[src/rtl/sv32ptw_pkg.sv]
// Types and constants shared by the Sv32 page table walker modules
package sv32ptw_pkg;

	localparam int WORD_W   = 32;
	localparam int VA_W     = 32;
	localparam int FRAME_W  = 20;
	localparam int FAULT_W  = 2;
	localparam int WIDX_W   = 30;   // word index of a 32-bit byte address
	localparam int VPN_W    = 10;
	localparam int FOLD_SHIFT = 30; // fixed-point shift of the reciprocal fold

	// entry bit positions
	localparam int ENT_V   = 0;
	localparam int ENT_A   = 6;
	localparam int ENT_D   = 7;
	localparam int PPN_LSB = 10;

	localparam logic CMD_LOAD  = 1'b0;
	localparam logic CMD_XLATE = 1'b1;

	typedef enum logic [FAULT_W-1:0] {
		FAULT_NONE = 2'd0,
		FAULT_DIR  = 2'd1,
		FAULT_LEAF = 2'd2
	} fault_t;

	typedef enum logic [1:0] {
		FOLD_LOAD,
		FOLD_DIR,
		FOLD_LEAF
	} fold_sel_t;

	typedef enum logic [3:0] {
		ST_IDLE,
		ST_FOLD0,
		ST_WAIT0,
		ST_LD_WR,
		ST_DIR_RD,
		ST_DIR_CHK,
		ST_FOLD1,
		ST_WAIT1,
		ST_LEAF_RD,
		ST_LEAF_CHK,
		ST_LEAF_UPD,
		ST_DONE
	} state_t;

	typedef struct packed {
		logic      capture;
		logic      fold_start;
		fold_sel_t fold_sel;
		logic      ram_rd;
		logic      ram_wr;
		logic      wr_leaf;
		logic      entry_capture;
		logic      res_load;
		fault_t    res_fault;
		logic      res_updated;
		logic      out_push;
	} ctrl_cmd_t;

	typedef struct packed {
		logic fold_done;
		logic is_xlate;
		logic entry_valid;
		logic needs_update;
		logic out_free;
	} ctrl_status_t;

endpackage

[src/rtl/sv32ptw_ctrl.sv]
// Walk controller: sequences folds, table reads, write-back and response
module sv32ptw_ctrl
	import sv32ptw_pkg::*;
(
	input  logic         clk,
	input  logic         arst_n,
	input  logic         in_valid,
	output logic         in_ready,
	input  ctrl_status_t status,
	output ctrl_cmd_t    cmd
);

	state_t state_q, state_nxt;

	always_ff @(posedge clk or negedge arst_n) begin
		if (!arst_n) begin
			state_q <= ST_IDLE;
		end else begin
			state_q <= state_nxt;
		end
	end

	always_comb begin
		state_nxt = state_q;
		case (state_q)
			ST_IDLE: begin
				if (in_valid) state_nxt = ST_FOLD0;
			end
			ST_FOLD0:   state_nxt = ST_WAIT0;
			ST_WAIT0: begin
				if (status.fold_done) state_nxt = status.is_xlate ? ST_DIR_RD : ST_LD_WR;
			end
			ST_LD_WR:   state_nxt = ST_IDLE;
			ST_DIR_RD:  state_nxt = ST_DIR_CHK;
			ST_DIR_CHK: state_nxt = status.entry_valid ? ST_FOLD1 : ST_DONE;
			ST_FOLD1:   state_nxt = ST_WAIT1;
			ST_WAIT1: begin
				if (status.fold_done) state_nxt = ST_LEAF_RD;
			end
			ST_LEAF_RD:  state_nxt = ST_LEAF_CHK;
			ST_LEAF_CHK: state_nxt = status.entry_valid ? ST_LEAF_UPD : ST_DONE;
			ST_LEAF_UPD: state_nxt = ST_DONE;
			ST_DONE: begin
				if (status.out_free) state_nxt = ST_IDLE;
			end
			default:     state_nxt = ST_IDLE;
		endcase
	end

	always_comb begin
		cmd      = '0;
		in_ready = 1'b0;
		case (state_q)
			ST_IDLE: begin
				in_ready    = 1'b1;
				cmd.capture = in_valid;
			end
			ST_FOLD0: begin
				cmd.fold_start = 1'b1;
				cmd.fold_sel   = status.is_xlate ? FOLD_DIR : FOLD_LOAD;
			end
			ST_LD_WR: begin
				cmd.ram_wr = 1'b1;
			end
			ST_DIR_RD, ST_LEAF_RD: begin
				cmd.ram_rd = 1'b1;
			end
			ST_DIR_CHK: begin
				cmd.entry_capture = status.entry_valid;
				cmd.res_load      = !status.entry_valid;
				cmd.res_fault     = FAULT_DIR;
			end
			ST_FOLD1: begin
				cmd.fold_start = 1'b1;
				cmd.fold_sel   = FOLD_LEAF;
			end
			ST_LEAF_CHK: begin
				cmd.entry_capture = status.entry_valid;
				cmd.res_load      = !status.entry_valid;
				cmd.res_fault     = FAULT_LEAF;
			end
			ST_LEAF_UPD: begin
				cmd.ram_wr      = status.needs_update;
				cmd.wr_leaf     = 1'b1;
				cmd.res_load    = 1'b1;
				cmd.res_fault   = FAULT_NONE;
				cmd.res_updated = status.needs_update;
			end
			ST_DONE: begin
				cmd.out_push = status.out_free;
			end
			default: begin
				cmd = '0;
			end
		endcase
	end

endmodule

[config.mk]
export PLATFORM = sky130hd
export DESIGN_NAME = sv32ptw_ctrl
export DESIGN_NICKNAME = d
export VERILOG_FILES = /design/src/rtl/sv32ptw_pkg.sv /design/src/rtl/sv32ptw_ctrl.sv
export SDC_FILE = /design/constraint.sdc
export NUM_CORES = 1
export LEC_CHECK = 0
export ABC_AREA = 1
export BUFFER_PORTS_ARGS = -buffer_cell sky130_fd_sc_hd__buf_2
export CAP_MARGIN = 15
export CORE_AREA = 3 3 40 42
export CTS_CLUSTER_DIAMETER = 50
export CTS_CLUSTER_SIZE = 8
export DETAILED_ROUTE_END_ITERATION = 10
export DIE_AREA = 0 0 43 45
export SLEW_MARGIN = 10
export SYNTH_ARGS = -nofsm -noshare
export SYNTH_HDL_FRONTEND = slang
export SYNTH_SLANG_ARGS = --single-unit
[constraint.sdc]
create_clock -name clk -period 1.3 [get_ports clk]
set_input_delay 0.26 -clock clk [delete_from_list [all_inputs] [get_ports clk]]
set_output_delay 0.26 -clock clk [all_outputs]
set_load 0.005 [all_outputs]
==> flow_metrics.env <==
export IMPL_synth_top_cell_by_area="dfrtp_1"
export IMPL_p_sw_mw=0.9381
export IMPL_die_area_sq_um=1935
export IMPL_dr_pass1_iters=4
export IMPL_syn_nets=88
export IMPL_setup_viol=18
export IMPL_grt_max_degree=7
export IMPL_fin_area_sq_um=854.6
export IMPL_htree_levels=1
export IMPL_fmax_mhz=631.3
export IMPL_max_stage_delay_ns=0.47
export IMPL_synthTopCellsByArea="dfrtp_1 24%, nand2_1 20%, nor2_1 15%"
export IMPL_core_area_sq_um=1285
export IMPL_worst_pin_slew_ns=0.2330
export IMPL_hold_class="input pin to asynchronous set/reset pin"
export IMPL_ys_ff_latch=4
export IMPL_gp_congestion=0.7917
export IMPL_ys_warn_count=0
export IMPL_critical_path_endpoint_type="primary output"
export IMPL_clkLatencyLatePin_ns=0.25
export IMPL_skew_ns=0.01168
export IMPL_reg_largest_list="state_q: 4 flops"
export IMPL_routedWlPerCell_um=12.96
export IMPL_syn_inst=80
export IMPL_p_leak_nw=0.5043
export IMPL_largest_reg_flops=4
export IMPL_p_sw_frac=0.5075
export IMPL_cts_sinks=4
export IMPL_relSlewSlack=0.8447
export IMPL_diodes=0
export IMPL_synth_area_sq_um=425.4
export IMPL_critical_path_cell_chain="nor2_1 -> inv_1 -> nor3_1 -> buf_2"
export IMPL_synth_edff_count=0
export IMPL_grt_pass1_wl_um=2428
export IMPL_critPathKind="register to primary output"
export IMPL_yosysSeqAreaShare=0.2353
export IMPL_p_int_mw=0.9103
export IMPL_synth_cell_type_count=13
export IMPL_clock_root_buffer="clkbuf_4"
export IMPL_ant_nets=0
export IMPL_yosys_area_top_type_share=0.2353
export IMPL_cp_start_kind="register"
export IMPL_hold_viol=0
export IMPL_wl_um=1814
export IMPL_nets=135
export IMPL_status="finished, violations left"
export IMPL_fin_crit_ns=1.584
export IMPL_pin_count=22
export IMPL_antenna_found_initial=0
export IMPL_ys_top_cells_by_count="23 x nand2_1, 17 x nor2_1, 16 x inv_1"
export IMPL_max_cap_viol_count=0
export IMPL_initial_core_util=0.3311
export IMPL_synth_async_reset_ratio=1.000
export IMPL_viasPerCell=5.079
export IMPL_path_max_fanout=6
export IMPL_portBuffers=21
export IMPL_worstPathArrival_ns=1.32
export IMPL_slew_viol_final=0
export IMPL_synth_ff_type="dfrtp_1"
export IMPL_peakVddDrop_v=0.0009721
export IMPL_critPathRequiredTime_ns=1.04
export IMPL_timing_final_ws_setup_ns=-0.2839
export IMPL_critical_path_slowest_cell="dfrtp_2"
export IMPL_gr_usage_all_layers=0.1722
export IMPL_top_register="state_q"
export IMPL_drc=0
export IMPL_drive_above_1_share=0.5840
export IMPL_postSynthAreaPerCell_sq_um=5.318
export IMPL_chipWidth_um=43
export IMPL_cts_inserted_buffers=3
export IMPL_p_seq_frac=0.178
export IMPL_pre_cts_ws_ns=-0.08752
export IMPL_clock_tree_buffer_depth=2
export IMPL_dpl_cell_area_sq_um=631.9
export IMPL_drt_initial_drc_count=25
export IMPL_path_clk_slew_ns=0.05
export IMPL_violations="setup timing"
export IMPL_dp_hpwl_um=1052
export IMPL_fin_util=0.6650
export IMPL_tns_ns=-3.566
export IMPL_grt_overflow=0
export IMPL_area_growth_pct=100.9
export IMPL_fillers=109
export IMPL_die_h_um=45
export IMPL_grt_pass1_vias=577
export IMPL_hold_slack_ns=0.3376
export IMPL_cts_tree="yes"
export IMPL_clock_power_share=0.094
export IMPL_yosysMostFrequentCell="nand2_1"
export IMPL_vias=711
export IMPL_rsz0062_at_grt="true"
export IMPL_rows=13
export IMPL_power_density_nw_per_um2=2163
export IMPL_combPwrFrac=0.728
export IMPL_period_share=1.218
per-stage QoR:
step,power [mW],std cells
2_1_floorplan,0.7921,80
3_3_place_gp,1.203,127
3_5_place_dp,1.201,127
4_1_cts,1.540,136
5_1_grt,1.976,140
6_report,1.848,140
critical path, delay by kind of cell (launching register included):
family        cells  cell delay, ns
flops             1            0.47
simple gates      2            0.36
buf+inv           2            0.25
cell usage in the layout, fill, tap and decap left out, drive strengths merged:
cell type	netlist	final
nor3	4	4
buf	0	41
dfrtp	4	4
dlygate4sd3	0	1
o211ai	2	2
a21oi	2	2
o21ai	3	3
clkbuf	0	3
nand2	24	24
nand3	5	5
nor2	19	19
o22ai	1	1
inv	16	16
metal layers:
metal,vias up,track usage,part of all wire
li1,336,-,-
met1,326,0.2098,0.38
met2,41,0.2725,0.51
met3,8,0.03187,0.074
met4,0,0.1265,0.039
met5,-,0,0
power groups by stage:
stage	logic, mW	clock network [mW]	registers, mW
finish	1.35	0.173	0.329
global route	1.47	0.174	0.337
CTS	1.09	0.171	0.278
detailed placement	0.938	0	0.262
global placement	0.946	0	0.257
floorplan	0.550	0	0.242
timing repair:
item	CTS	global route
endpoints found under the setup margin	16	18
pin swaps	0	8
gates resized for setup	17	24
buffers inserted	5	4
hold endpoints to repair	4	0
hold buffers	1	0
cell type report:
type	instances	area, sq um	share of cell area
repair buffers	42	282.8	0.3309
inverters	16	67.56	0.07906
multi-input cells	60	357.8	0.4187
well taps	15	18.77	0.02196
clock buffers	3	22.52	0.02635
flip-flops and latches	4	105.1	0.1230
worst paths after layout:
check	end	startpoint	slack (ns)	cells after the start
setup / recovery	cmd[12]	state_q[0]$_DFFE_PN0P_	-0.28	4
hold / removal	state_q[2]$_DFFE_PN0P_	arst_n	0.34	2
setup reg to reg	state_q[1]$_DFFE_PN0P_	state_q[2]$_DFFE_PN0P_	-0.17	10
hold reg to reg	state_q[1]$_DFFE_PN0P_	state_q[1]$_DFFE_PN0P_	0.59	2
max in group asynchronous	state_q[0]$_DFFE_PN0P_	arst_n	0.82	2
min in group clk	state_q[2]$_DFFE_PN0P_	status[4]	0.37	5
cells by family after synthesis:
| family | Yosys count | synth area share |
|---|---|---|
| buffers and inverters | 16 | 0.1412 |
| and+or+nand+nor | 52 | 0.5147 |
| DFF | 4 | 0.2353 |
| AOI/OAI and AO/OA | 8 | 0.1088 |
No activity file was read; power rests on OpenSTA's default activity.
